$ cat src/hw/rtl/mf3_pkg.sv
`timescale 1ns / 1ps

package mf3_pkg;

	// Defaults for the top-level parameters.
	localparam int MAX_WIDTH_DEF  = 1024;
	localparam int PIXEL_BITS_DEF = 8;

	// Register reset values.
	localparam int WIDTH_RST  = 640;
	localparam int HEIGHT_RST = 480;

	// Field widths fixed by the interface.
	localparam int IN_W       = 8;
	localparam int MED_W      = 8;
	localparam int COL_W      = 10;
	localparam int ROW_W      = 12;
	localparam int OUT_W      = 32;
	localparam int FW_BITS    = 11;
	localparam int CFG_IDX_W  = 2;
	localparam int CFG_DATA_W = 12;

	// Register indexes on the configuration port.
	localparam logic [CFG_IDX_W-1:0] REG_FRAME_WIDTH  = 2'd0;
	localparam logic [CFG_IDX_W-1:0] REG_FRAME_HEIGHT = 2'd1;

	// Window size and depth of the queue between front and back.
	localparam int WIN_N   = 9;
	localparam int Q_DEPTH = 4;

	// Per-pixel job handed from the front to the back. Mask bits, lowest first:
	// upper row left, upper row right column, lower row left, lower row right column.
	typedef struct packed {
		logic [3:0]       mask;
		logic             lc;
		logic             w1;
		logic             y1;
		logic             y0;
		logic [COL_W-1:0] col;
		logic [ROW_W-1:0] row;
	} mf3_ctrl_t;

endpackage

$ cat src/hw/rtl/mf3_fifo.sv
`timescale 1ns / 1ps

module mf3_fifo #(
	parameter int WIDTH = 1
) (
	input  logic             clk,
	input  logic             arst_n,
	input  logic             push,
	input  logic [WIDTH-1:0] din,
	output logic             full,
	input  logic             pop,
	output logic             valid,
	output logic [WIDTH-1:0] dout
);

	localparam int DEPTH = mf3_pkg::Q_DEPTH;
	localparam int AW    = $clog2(DEPTH);
	localparam int CW    = $clog2(DEPTH + 1);

	logic [WIDTH-1:0] mem [DEPTH];
	logic [AW-1:0]    wr_ptr_q, rd_ptr_q;
	logic [CW-1:0]    count_q;

	assign full  = count_q == CW'(DEPTH);
	assign valid = count_q != '0;
	assign dout  = mem[rd_ptr_q];

	always_ff @(posedge clk) begin
		if (push) begin
			mem[wr_ptr_q] <= din;
		end
	end

	always_ff @(posedge clk or negedge arst_n) begin
		if (!arst_n) begin
			wr_ptr_q <= '0;
			rd_ptr_q <= '0;
			count_q  <= '0;
		end else begin
			if (push) begin
				wr_ptr_q <= wr_ptr_q + 1'b1;
			end
			if (pop) begin
				rd_ptr_q <= rd_ptr_q + 1'b1;
			end
			if (push && !pop) begin
				count_q <= count_q + 1'b1;
			end else if (pop && !push) begin
				count_q <= count_q - 1'b1;
			end
		end
	end

	a_no_overflow: assert property (@(posedge clk) disable iff (!arst_n) push |-> !full)
		else $error("job queue written while full");
	a_no_underflow: assert property (@(posedge clk) disable iff (!arst_n) pop |-> valid)
		else $error("job queue read while empty");

endmodule

$ cat config.mk
export PLATFORM = sky130hd
export DESIGN_NAME = mf3_fifo
export DESIGN_NICKNAME = d
export VERILOG_FILES = /design/src/hw/rtl/mf3_pkg.sv /design/src/hw/rtl/mf3_fifo.sv
export SDC_FILE = /design/constraint.sdc
export NUM_CORES = 1
export LEC_CHECK = 0
export BUFFER_PORTS_ARGS = -buffer_cell sky130_fd_sc_hd__buf_2
export CELL_PAD_IN_SITES_DETAIL_PLACEMENT = 1
export CELL_PAD_IN_SITES_GLOBAL_PLACEMENT = 1
export CORE_AREA = 2 2 39 41
export DETAILED_ROUTE_END_ITERATION = 6
export DIE_AREA = 0 0 41 43
export PLACE_DENSITY_LB_ADDON = 0.3
export SKIP_CTS_REPAIR_TIMING = 1
export SLEW_MARGIN = 25
export SYNTH_ARGS = -nofsm -noshare
export SYNTH_HDL_FRONTEND = slang
export SYNTH_SLANG_ARGS = --single-unit
$ cat constraint.sdc
create_clock -name clk -period 2.5 [get_ports clk]
set_input_delay 0.25 -clock clk [delete_from_list [all_inputs] [get_ports clk]]
set_output_delay 0.25 -clock clk [all_outputs]
set_load 0.01 [all_outputs]
==> run summary, run 1 <==
Num Clock Sinks -> 11
via count -> 314
fin cells -> 67
PnR worst setup slack -> 0.900 ns
Placement Setup Slack -> 0.837 ns
Clock Path Buffers -> 2
final count of pins violating max slew -> 0
Core Area -> 1380 sq um
Die Height -> 43 um
Vias/cell -> 4.69
Fin Setup TNS -> 0 ns
multi-input logic area -> 224 sq um
fillers -> 148
synthesized instance count -> 39
Yosys cell types -> 15
Tot Pwr -> 0.000678 W
Seq/Total Area, Yosys -> 55.3%
worst min path class -> in -> reg
largest net degree at the start of global routing -> 9
Slew HR -> 87.5%
syn_area_per_cell -> 13.7 sq um
Die ar. -> 1760 sq um
Seq cells post-synth -> 11
initial antenna violation count -> 0
Routed Antenna Nets -> 0
placed cell count -> 62
TritonRoute pass-1 iters -> 1
Mapped Area -> 534 sq um
WHS Endpoint -> rd_ptr_q[0]
Synthesis Warnings -> 0
VDD IR max -> 0.000364 V
required time of the worst setup path -> 2.25 ns
worst reg-to-reg setup slack -> 1.05 ns
final core occ -> 45.2%
Max FO, Critical Path -> 3
P_leak -> 0.284 nW
period utilization -> 64.0%
endpoints failing hold -> 0
WHS Path Cells -> 2
hold path startpoint -> pop
total gr overflow -> 0
CTS clk-pin slew, worst paths -> 0.07 ns
DR iter-0 viols -> 0
# IOs -> 8
antenna fix cells -> 0
drt wl/cell -> 13.7 um
Port Buffer Count -> 7
f_max -> 625 MHz
Tot GR Track Use -> 14.5%
Synth Net Count -> 50
actual slew at the worst max-slew pin -> 0.187 ns
R2R depth -> 4
fraction of layout cells with a size suffix above 1 -> 23.5%
DRC -> 0
RR Endpoint -> count_q[2]
Num CTS Buffers -> 3
CP Launch Point -> rd_ptr_q[0]
CP Capture Type -> output pin
Initial Utilization -> 38.6%
most frequent cells in the layout -> dfrtp_1, buf_2, ha_1
H-tree depth -> 1
Setup Viol. Count Final -> 0
Seq. cell area -> 295 sq um
Final nets -> 63
min cycle time layout -> 1.60 ns
Setup crit start kind -> flop
Cell Pwr Density -> 1080 nW/um^2
worst r2r src -> count_q[0]
status -> finished, final reports clean
std cell rows -> 14
Layout area overhead -> 17.1%
Layout Skew -> 0.00563 ns
final wirelength -> 919 um
Die Wd -> 41 um
CTS tree -> built
critical path arrival -> 1.35 ns
CP Class -> reg -> out
MaxCap Viol Count -> 0
vias in the first global route -> 382
worst skew pair latency -> 0.28 ns
gp weighted congestion -> 0.675
first-pass GRT wire length -> 1570 um
Root Driver -> clkbuf_4
RSZ-0062 raised after global routing -> no
## state kept, by name (all words and copies together) (netlist names)
| register | cells |
|---|---|
| count_q | 3 |
| wr_ptr_q | 2 |
| mem | 4 |
| rd_ptr_q | 2 |
## routing by layer
layer,track usage (%),vias to the layer above,part of all wire (%)
met2,25.6,8,59
met5,0,-,0
met1,13.3,152,34
li1,-,151,-
met4,10.0,0,3.6
met3,3.14,3,2.9
## critical path: stages, from the launching register on
cell,delay (ns)
dfrtp_1,0.42
mux4_2,0.51
buf_2,0.15
## cell type report
cell class,instances,area share [%]
well taps,16,3.20
flip-flops and latches,11,47.2
inverters,4,2.40
clock buffers,4,4.20
multi-input cells,24,35.8
repair buffers,8,7.20
## cell families (layout without fill, tap and decap cells)
logic type,after synthesis,in the layout,share of synthesized area [%]
compound gates,1,1,0.936
xor+xnor,6,6,9.84
fa+ha+maj,6,6,15.5
buf+inv,4,16,2.81
flops,11,11,55.3
mux,2,2,6.32
simple gates,9,9,9.37
## synthesized netlist by cell type (all sizes together)
master / n / area, sq um
mux4: 1 / 22.5
xor2: 4 / 35.0
dfrtp: 7 / 175
xnor2: 2 / 17.5
nor3b: 1 / 7.51
nand2: 2 / 7.51
edfxtp: 4 / 120
and2: 4 / 25.0
o21ai: 1 / 5.00
fa: 1 / 20.0
nor2: 1 / 3.75
inv: 4 / 15.0
or3: 1 / 6.26
ha: 5 / 62.6
mux2: 1 / 11.3
## metrics by stage
stage          hold WS [ns]  cell area (sq um)
3_5_place_dp         0.0933                589
2_1_floorplan       -0.0456                534
5_1_grt               0.190                626
3_3_place_gp         0.0897                589
4_1_cts              -0.209                616
6_report              0.191                626
## power breakdown
group | internal, W | switching (W)
clock network | 0.0000620 | 0.0000617
registers | 0.000261 | 0.0000696
logic | 0.000122 | 0.000103
total | 0.000444 | 0.000234
## worst max path at each step
stage	to	slack (ns)	cells after the start
floorplan	count_q[2]	1.18	7
global placement	count_q[2]	1.02	7
detailed placement	count_q[2]	0.84	7
CTS	dout	0.87	2
global route	dout	0.83	2
finish	dout	0.90	2
Note: power is estimated with default switching activity, not from simulation.
==> inputs of run 2 (changes only) <==
- clock period: 2.5 -> 1.6 ns (I/O delays scaled with it)
==> run summary, run 2 (same netlist as run 1, synthesis figures left out) <==
status -> finished, final reports clean (unchanged)
worst min path class -> in -> reg (unchanged)
H-tree depth -> 1 (unchanged)
Design Area, Final -> 626 sq um (unchanged)
Tot Pwr -> 0.00106 W (was 0.000678 W)
std cell rows -> 14 (unchanged)
Power Internal -> 0.000694 W (was 0.000444 W)
gp weighted congestion -> 0.674 (was 0.675)
switching share of power -> 34.3% (was 34.5%)
Vias/cell -> 4.63 (was 4.69)
min cycle time layout -> 1.50 ns
Fin Setup TNS -> 0 ns (unchanged)
f_max -> 668 MHz
Cell Pwr Density -> 1690 nW/um^2 (was 1080 nW/um^2)
Num CTS Buffers -> 3 (unchanged)
NetSw -> 0.000362 W (was 0.000234 W)
critical path arrival -> 1.34 ns (was 1.35 ns)
Clock Path Buffers -> 2 (unchanged)
Root Driver -> clkbuf_4 (unchanged)
CTS clk-pin slew, worst paths -> 0.07 ns (about the same)
TritonRoute pass-1 iters -> 4 (was 1)
CP Capture Type -> output pin (unchanged)
Die Wd -> 41 um (unchanged)
Die Height -> 43 um (unchanged)
DRC -> 0 (unchanged)
DR iter-0 viols -> 1 (was 0)
dpl cell area -> 589 sq um (unchanged)
largest net degree at the start of global routing -> 9 (unchanged)
CP Class -> reg -> out (unchanged)
Initial Utilization -> 38.6% (unchanged)
actual slew at the worst max-slew pin -> 0.193 ns (was 0.187 ns)
Core Area -> 1380 sq um (unchanged)
max reg flops -> 4 (unchanged)
fraction of layout cells with a size suffix above 1 -> 23.5% (unchanged)
via count -> 310 (was 314)
Num Clock Sinks -> 11 (unchanged)
final core occ -> 45.2% (unchanged)
drt wl/cell -> 13.4 um (was 13.7 um)
Layout Skew -> 0.00174 ns (was 0.00563 ns)
antenna fix cells -> 0 (unchanged)
first-pass GRT wire length -> 1440 um (was 1570 um)
Port Buffer Count -> 7 (unchanged)
sequential power share -> 48.8% (was 48.7%)
Setup crit start kind -> flop (unchanged)
final wirelength -> 895 um (was 919 um)
most frequent cells in the layout -> dfrtp_1, buf_2, ha_1 (unchanged)
Die ar. -> 1760 sq um (unchanged)
Routed Antenna Nets -> 0 (unchanged)
final count of pins violating max slew -> 0 (unchanged)
Setup Viol. Count Final -> 0 (unchanged)
Clk network pwr share -> 18.3% (was 18.2%)
Slew HR -> 87.1% (was 87.5%)
Layout area overhead -> 17.1% (unchanged)
total gr overflow -> 0 (unchanged)
period utilization -> 93.5%
largest registers -> mem: 4 flops, count_q: 3 flops (unchanged)
# IOs -> 8 (unchanged)
Tot GR Track Use -> 13.0% (was 14.5%)
required time of the worst setup path -> 1.44 ns (was 2.25 ns)
initial antenna violation count -> 0 (unchanged)
RSZ-0062 raised after global routing -> no (unchanged)
vias in the first global route -> 346 (was 382)
endpoints failing hold -> 0 (unchanged)
MaxCap Viol Count -> 0 (unchanged)
Final nets -> 63 (unchanged)
P_leak -> 0.284 nW (unchanged)
Max FO, Critical Path -> 3 (unchanged)
Biggest register -> mem (unchanged)
power share of the combinational group -> 33.0% (was 33.1%)
CTS tree -> built (unchanged)
worst skew pair latency -> 0.27 ns (was 0.28 ns)
VDD IR max -> 0.000619 V (was 0.000364 V)
-- run 2: worst max-delay path, stage by stage, from the launching register on --
cell and delay, ns:
dfrtp_1 0.41, mux4_2 0.50, buf_2 0.15
-- run 2: path summary, 6_finish.rpt --
path                             start           to  slack (ns)  depth (start not counted)
max reg2reg                 count_q[0]   count_q[2]        0.19                          4
max                        rd_ptr_q[0]         dout        0.10                          2
min                                pop  rd_ptr_q[0]         0.1                          2
min in group asynchronous       arst_n   count_q[0]        0.25                          2
max in group asynchronous       arst_n  wr_ptr_q[1]        1.19                          2
min reg2reg                rd_ptr_q[1]  rd_ptr_q[1]        0.50                          1
-- run 2: final cells by class --
cell class | instances | area (sq um)
Clock buffer | 4 | 26.3
Fill cell | 154 | 758
Inverter | 4 | 15.0
Multi-Input combinational cell | 24 | 224
Sequential cell | 11 | 295
Tap cell | 16 | 20.0
Timing Repair Buffer | 8 | 45.0
-- run 2: per-layer routing --
layer / track usage [%] / wire length [um] / share of wire, %
met2: 21.9 / 481 / 54
met1: 13.4 / 352 / 39
met5: 0 / 0 / 0
met4: 8.00 / 28 / 3.1
met3: 3.14 / 33 / 3.7
-- run 2: stage by stage --
stage	worst slack (ns)	instances	hold slack [ns]
finish	0.104	67	0.0959
global route	0.0479	67	0.0954
CTS	0.0848	66	-0.291
detailed placement	0.0786	62	0.00529
global placement	0.201	62	0.0000524
floorplan	0.308	39	-0.136
-- run 2: power groups by stage --
stage | sequential [W] | combinational [W] | clock (W)
finish | 0.000515 | 0.000348 | 0.000193
global route | 0.000537 | 0.000396 | 0.000210
CTS | 0.000519 | 0.000358 | 0.000200
detailed placement | 0.000524 | 0.000353 | 0
global placement | 0.000507 | 0.000319 | 0
floorplan | 0.000494 | 0.000254 | 0
