**config.mk**
```make
export PLATFORM = sky130hd
export DESIGN_NAME = mf3_back
export DESIGN_NICKNAME = d
export VERILOG_FILES = /design/src/hw/rtl/mf3_pkg.sv /design/src/hw/rtl/mf3_back.sv
export SDC_FILE = /design/constraint.sdc
export NUM_CORES = 1
export LEC_CHECK = 0
export BUFFER_PORTS_ARGS = -buffer_cell sky130_fd_sc_hd__buf_4
export CAP_MARGIN = 0
export CELL_PAD_IN_SITES_DETAIL_PLACEMENT = 0
export CELL_PAD_IN_SITES_GLOBAL_PLACEMENT = 1
export CORE_MARGIN = 3
export CORE_UTILIZATION = 46
export DETAILED_ROUTE_END_ITERATION = 12
export GPL_TIMING_DRIVEN = 0
export PLACE_DENSITY_LB_ADDON = 0.05
export SLEW_MARGIN = 20
export SYNTH_ARGS = -nofsm -noshare
export SYNTH_HDL_FRONTEND = slang
export SYNTH_SLANG_ARGS = --single-unit
```
**constraint.sdc**
```tcl
create_clock -name clk -period 25.7 [get_ports clk]
set_input_delay 7.71 -clock clk [delete_from_list [all_inputs] [get_ports clk]]
set_output_delay 7.71 -clock clk [all_outputs]
set_load 0.02 [all_outputs]
```
**src/hw/rtl/mf3_pkg.sv**
```systemverilog
`timescale 1ns / 1ps

package mf3_pkg;

	// Defaults for the top-level parameters.
	localparam int MAX_WIDTH_DEF  = 1024;
	localparam int PIXEL_BITS_DEF = 8;

	// Register reset values.
	localparam int WIDTH_RST  = 640;
	localparam int HEIGHT_RST = 480;

	// Field widths fixed by the interface.
	localparam int IN_W       = 8;
	localparam int MED_W      = 8;
	localparam int COL_W      = 10;
	localparam int ROW_W      = 12;
	localparam int OUT_W      = 32;
	localparam int FW_BITS    = 11;
	localparam int CFG_IDX_W  = 2;
	localparam int CFG_DATA_W = 12;

	// Register indexes on the configuration port.
	localparam logic [CFG_IDX_W-1:0] REG_FRAME_WIDTH  = 2'd0;
	localparam logic [CFG_IDX_W-1:0] REG_FRAME_HEIGHT = 2'd1;

	// Window size and depth of the queue between front and back.
	localparam int WIN_N   = 9;
	localparam int Q_DEPTH = 4;

	// Per-pixel job handed from the front to the back. Mask bits, lowest first:
	// upper row left, upper row right column, lower row left, lower row right column.
	typedef struct packed {
		logic [3:0]       mask;
		logic             lc;
		logic             w1;
		logic             y1;
		logic             y0;
		logic [COL_W-1:0] col;
		logic [ROW_W-1:0] row;
	} mf3_ctrl_t;

endpackage

```
**src/hw/rtl/mf3_back.sv**
```systemverilog
`timescale 1ns / 1ps

module mf3_back #(
	parameter int PIXEL_BITS = mf3_pkg::PIXEL_BITS_DEF
) (
	input  logic                                  clk,
	input  logic                                  arst_n,
	input  logic                                  q_valid,
	input  mf3_pkg::mf3_ctrl_t                    q_ctrl,
	input  logic [mf3_pkg::WIN_N*PIXEL_BITS-1:0]  q_win,
	output logic                                  q_pop,
	output logic                                  m_tvalid,
	input  logic                                  m_tready,
	output logic [mf3_pkg::OUT_W-1:0]             m_tdata,
	output logic                                  m_tlast
);

	localparam int PW = PIXEL_BITS;

	typedef struct packed {
		logic [mf3_pkg::COL_W-1:0] col;
		logic [mf3_pkg::ROW_W-1:0] row;
		logic                      done;
	} coord_t;

	function automatic logic [PW-1:0] max2(input logic [PW-1:0] a, input logic [PW-1:0] b);
		return (a > b) ? a : b;
	endfunction

	function automatic logic [PW-1:0] min2(input logic [PW-1:0] a, input logic [PW-1:0] b);
		return (a < b) ? a : b;
	endfunction

	function automatic logic [PW-1:0] med3(input logic [PW-1:0] a, input logic [PW-1:0] b,
		input logic [PW-1:0] c);
		return max2(min2(a, b), min2(max2(a, b), c));
	endfunction

	logic                     cur_v_q;
	mf3_pkg::mf3_ctrl_t       cur_ctrl_q;
	logic [mf3_pkg::WIN_N*PW-1:0] cur_win_q;

	logic       adv, gen, last, is_right, lower;
	logic [3:0] sel, rem;
	logic [1:0] cidx [3];
	logic [PW-1:0] win_c [3][3];
	logic [PW-1:0] gv [mf3_pkg::WIN_N];
	coord_t     gcrd;

	logic v_s1, v_s2, v_s3, v_s4;
	logic [PW-1:0] val_s1 [mf3_pkg::WIN_N];
	logic [PW-1:0] lo_s2 [3];
	logic [PW-1:0] md_s2 [3];
	logic [PW-1:0] hi_s2 [3];
	logic [PW-1:0] a_s3, b_s3, c_s3, med_s4;
	coord_t crd_s1, crd_s2, crd_s3, crd_s4;

	// The whole median pipeline moves together unless the output word is held.
	assign adv  = !v_s4 || m_tready;
	assign gen  = cur_v_q && adv;
	assign sel  = cur_ctrl_q.mask & (~cur_ctrl_q.mask + 4'd1);
	assign rem  = cur_ctrl_q.mask & ~sel;
	assign last = rem == '0;
	assign q_pop = q_valid && (!cur_v_q || (gen && last));

	always_ff @(posedge clk or negedge arst_n) begin
		if (!arst_n) begin
			cur_v_q <= 1'b0;
		end else if (q_pop) begin
			cur_v_q <= 1'b1;
		end else if (gen && last) begin
			cur_v_q <= 1'b0;
		end
	end

	always_ff @(posedge clk) begin
		if (q_pop) begin
			cur_ctrl_q <= q_ctrl;
			cur_win_q  <= q_win;
		end else if (gen) begin
			cur_ctrl_q.mask <= rem;
		end
	end

	// Pick the three window columns and the three rows of the result being issued.
	// Missing columns and rows at the frame edges repeat the nearest one.
	always_comb begin
		is_right = sel[1] || sel[3];
		lower    = sel[2] || sel[3];
		for (int c = 0; c < 3; c++) begin
			for (int r = 0; r < 3; r++) begin
				win_c[c][r] = cur_win_q[(3*c+r)*PW +: PW];
			end
		end
		if (is_right) begin
			cidx[0] = cur_ctrl_q.w1 ? 2'd2 : 2'd1;
			cidx[1] = 2'd2;
		end else begin
			cidx[0] = cur_ctrl_q.lc ? 2'd1 : 2'd0;
			cidx[1] = 2'd1;
		end
		cidx[2] = 2'd2;
		for (int k = 0; k < 3; k++) begin
			if (lower) begin
				gv[3*k]   = cur_ctrl_q.y0 ? win_c[cidx[k]][2] : win_c[cidx[k]][1];
				gv[3*k+1] = win_c[cidx[k]][2];
				gv[3*k+2] = win_c[cidx[k]][2];
			end else begin
				gv[3*k]   = cur_ctrl_q.y1 ? win_c[cidx[k]][1] : win_c[cidx[k]][0];
				gv[3*k+1] = win_c[cidx[k]][1];
				gv[3*k+2] = win_c[cidx[k]][2];
			end
		end
		gcrd.col  = is_right ? cur_ctrl_q.col : cur_ctrl_q.col - 1'b1;
		gcrd.row  = lower ? cur_ctrl_q.row : cur_ctrl_q.row - 1'b1;
		gcrd.done = sel[3];
	end

	always_ff @(posedge clk or negedge arst_n) begin
		if (!arst_n) begin
			v_s1 <= 1'b0;
			v_s2 <= 1'b0;
			v_s3 <= 1'b0;
			v_s4 <= 1'b0;
		end else if (adv) begin
			v_s1 <= gen;
			v_s2 <= v_s1;
			v_s3 <= v_s2;
			v_s4 <= v_s3;
		end
	end

	// Median of nine: sort each triple, then take the largest minimum, the median of
	// the middles and the smallest maximum, and finally the median of those three.
	always_ff @(posedge clk) begin
		if (adv) begin
			for (int i = 0; i < mf3_pkg::WIN_N; i++) begin
				val_s1[i] <= gv[i];
			end
			crd_s1 <= gcrd;
			for (int k = 0; k < 3; k++) begin
				lo_s2[k] <= min2(min2(val_s1[3*k], val_s1[3*k+1]), val_s1[3*k+2]);
				md_s2[k] <= med3(val_s1[3*k], val_s1[3*k+1], val_s1[3*k+2]);
				hi_s2[k] <= max2(max2(val_s1[3*k], val_s1[3*k+1]), val_s1[3*k+2]);
			end
			crd_s2 <= crd_s1;
			a_s3   <= max2(max2(lo_s2[0], lo_s2[1]), lo_s2[2]);
			b_s3   <= med3(md_s2[0], md_s2[1], md_s2[2]);
			c_s3   <= min2(min2(hi_s2[0], hi_s2[1]), hi_s2[2]);
			crd_s3 <= crd_s2;
			med_s4 <= med3(a_s3, b_s3, c_s3);
			crd_s4 <= crd_s3;
		end
	end

	assign m_tvalid = v_s4;
	assign m_tdata  = mf3_pkg::OUT_W'({crd_s4.row, crd_s4.col, mf3_pkg::MED_W'(med_s4)});
	assign m_tlast  = crd_s4.done;

	a_one_result: assert property (@(posedge clk) disable iff (!arst_n) gen |-> $onehot(sel))
		else $error("issue slot does not select exactly one result");
	a_job_nonempty: assert property (@(posedge clk) disable iff (!arst_n)
		cur_v_q |-> (cur_ctrl_q.mask != '0))
		else $error("held job has no results left");

endmodule

```
==> out/qor.csv <==
stage;metric;value;unit
clock_tree;cts_resized;0;
sta;period_needed;17.62;ns
routing;drt_iter0_drc;686;
global_route;grt_max_degree;100;
synthesis;yosys.area.top_type_share;0.548;
routing;drt-total-wl;45700;um
sta;min_period_over_period;0.686;
global_route;grt_pass1_vias;12915;
synthesis;ys_types;63;
routing;vias;12679;
sta;worstMarginPinSlew;0.936;ns
global_route;gr-total-overflow;0;
floorplan;die_x;216;um
job;maxCapViolCount;0;
routing;remaining_drc_errors;0;
synthesis;synth_common_cells;370 x edfxtp_1, 171 x ha_1, 155 x mux2_2;
global_route;track_usage;0.199;
clock_tree;clock_path_buffers;3;
sta;tns;0;ns
clock_tree;hold_buffers;0;
routing;vias_per_cell;5.30;
finish;antenna_cells;0;
clock_tree;postCtsSetupRepairBufs;0;
synthesis;synth-seq-area-share;0.554;
global_route;grt.met3_usage;0.0258;
critical_path;cp_data_arrival_time;9.91;ns
clock_tree;htreeDepth;2;
clock_tree;cts_root_buf;clkbuf_16;
finish;drive_above_1_share;0.214;
global_route;use_met1;0.265;
critical_path;cp-end-kind;output port;
clock_tree;tritoncts;yes;
synthesis;ys.flop_type;edfxtp_1;
routing;wl_per_cell;19.1;um
synthesis;synth.area.top_cells;edfxtp_1 55%, ha_1 11%, mux2_2 8.6%;
synthesis;ys_ff_latch;375;
critical_path;worst-path-max-fanout;96;
synthesis;synth_area;20300;um^2
floorplan;core_area;43400;um^2
placed_design;io_buffers;138;
synthesis;synth_edf_count;370;
floorplan;die_h;216;um
global_route;met2_usage;0.325;
outcome;outcome;completed;
floorplan;rows;76;
finish;area_delta_synth_final;15.3;%
clock_tree;clk_pin_slew;0.06;ns
sta;rsz0062_at_grt;no;
placed_design;dp_hpwl;35900;um
synthesis;syn_area_per_cell;12.7;um^2
synthesis;yosys.area.top_type;edfxtp_1;
sta;drv_slew;0;
global_route;antenna_found_initial;0;
clock_tree;clk_latency;0.55;ns
critical_path;crit_required;17.99;ns
global_route;busiest_layer;met2;
floorplan;num_io_pins;141;
clock_tree;numCtsBuffers;41;
sta;setup_viol;0;
sta;holdWs;0.414;ns
finish;n_fill_cell;3760;
sta;max_freq;56.8;MHz
global_route;grt_first_pass_wirelength;72300;um
critical_path;crit_type;in2out;
floorplan;initial_utilization;0.468;
synthesis;synthArstFlopShare;0.0133;
synthesis;synth.most_common_cell;edfxtp_1;
synthesis;yosysWarnings;0;
finish;nNetsFinal;2055;
sta;max_slew_margin;0.372;
critical_path;ff2ff_path_depth;22;
placed_design;gp_congestion;0.891;
floorplan;die-area;46700;um^2
sta;skew;0.0228;ns
min_path;hold_class;reg2reg;
critical_path;startpoint_type;primary input;
sta;hold_viol_final;0;
min_path;whs_path_depth;0;
clock_tree;clock-sinks;375;
synthesis;netlist_instances;1593;
routing;dr.pass1.iters;5;
routing;ant_nets;0;
per-layer routing:
metal | part of all wire | up-vias
met2 | 0.47 | 238
li1 | - | 6339
met4 | 0.046 | 0
met5 | 0 | -
met1 | 0.46 | 6015
met3 | 0.029 | 87
worst max-delay path, stage by stage:
cell and delay, ns:
buf_4 0.07, nand2b_1 0.10, clkbuf_8 0.58, o21ai_0 0.21, nand2_1 0.15, nand2_1 0.20
inv_6 0.27, buf_16 0.34, buf_4 0.21
path summary, 6_finish.rpt:
kind,start,end,slack [ns]
worst max-delay path,m_tready,q_pop,8.08
worst min-delay path,crd_s1[12],crd_s2[12],0.41
worst max register to register,md_s2[0][7],b_s3[3],19.91
worst min register to register,crd_s1[12],crd_s2[12],0.41
max in group asynchronous,arst_n,v_s2,18.64
min in group asynchronous,arst_n,m_tvalid,6.96
layout make-up:
cell class / count / area [um^2] / area share
Sequential cell: 375 / 11200 / 0.480
Timing Repair Buffer: 141 / 1120 / 0.0478
Inverter: 144 / 546 / 0.0233
Multi-Input combinational cell: 1030 / 8310 / 0.355
Tap cell: 585 / 732 / 0.0313
Buffer: 45 / 213 / 0.00909
Clock inverter: 19 / 118 / 0.00503
Clock buffer: 53 / 1110 / 0.0476
registers in the layout (all words and copies together) (netlist names), 8 cells and up:
name        cells
med_s4          8
cur_ctrl_q     30
hi_s2          24
crd_s3         23
c_s3            8
b_s3            8
cur_win_q      72
val_s1         72
md_s2          24
crd_s1         23
crd_s2         23
a_s3            8
lo_s2          24
m_tdata        22
placed cells by master, fill, tap and decap left out, types with 4 or more instances in the layout:
| cell | instances |
|---|---|
| xor2_1 | 8 |
| a211oi_1 | 13 |
| edfxtp_1 | 370 |
| nor3_1 | 24 |
| nor2_1 | 65 |
| mux2i_1 | 104 |
| clkbuf_1 | 34 |
| o21a_1 | 8 |
| inv_1 | 143 |
| nand4_1 | 22 |
| nand2_1 | 107 |
| nand2b_1 | 15 |
| clkinv_2 | 5 |
| clkinv_1 | 10 |
| o21ai_0 | 87 |
| nor2b_1 | 15 |
| a21oi_1 | 52 |
| o211ai_1 | 4 |
| clkbuf_16 | 43 |
| and3_1 | 6 |
| a31oi_1 | 11 |
| buf_4 | 143 |
| dfrtp_1 | 5 |
| o21ai_1 | 8 |
| nand3_1 | 24 |
| o21bai_1 | 4 |
| and2_1 | 4 |
| xnor2_1 | 11 |
| a21o_1 | 37 |
| o22ai_1 | 20 |
| ha_1 | 171 |
| o22a_1 | 4 |
| nor4_1 | 7 |
| mux2_2 | 155 |
| buf_2 | 12 |
through the flow:
step | util | instance area [um^2] | worst slack (ns) | instances
after global placement | 0.509 | 22100 | 1.12 | 2317
after CTS | 0.539 | 23400 | 8.00 | 2392
after floorplan | - | 20300 | 3.92 | 1594
final | 0.539 | 23400 | 8.08 | 2392
after global routing | 0.539 | 23400 | 7.80 | 2392
after detailed placement | 0.511 | 22200 | 7.99 | 2320
cells by family (layout without fill, tap and decap cells):
kind of cell,after synthesis,count (layout),synth area share
DFF,375,375,0.554
and+or+nand+nor,307,307,0.0720
AOI/OAI and AO/OA,270,270,0.0847
muxes,261,261,0.139
buffers and inverters,189,402,0.0366
adders and majority gates,171,171,0.105
xor gates and xnor gates,19,19,0.00820
other,1,2,0.000185
Power is not shown: default switching activity piles up to over one toggle a cycle in this logic, so the estimate is an artifact.
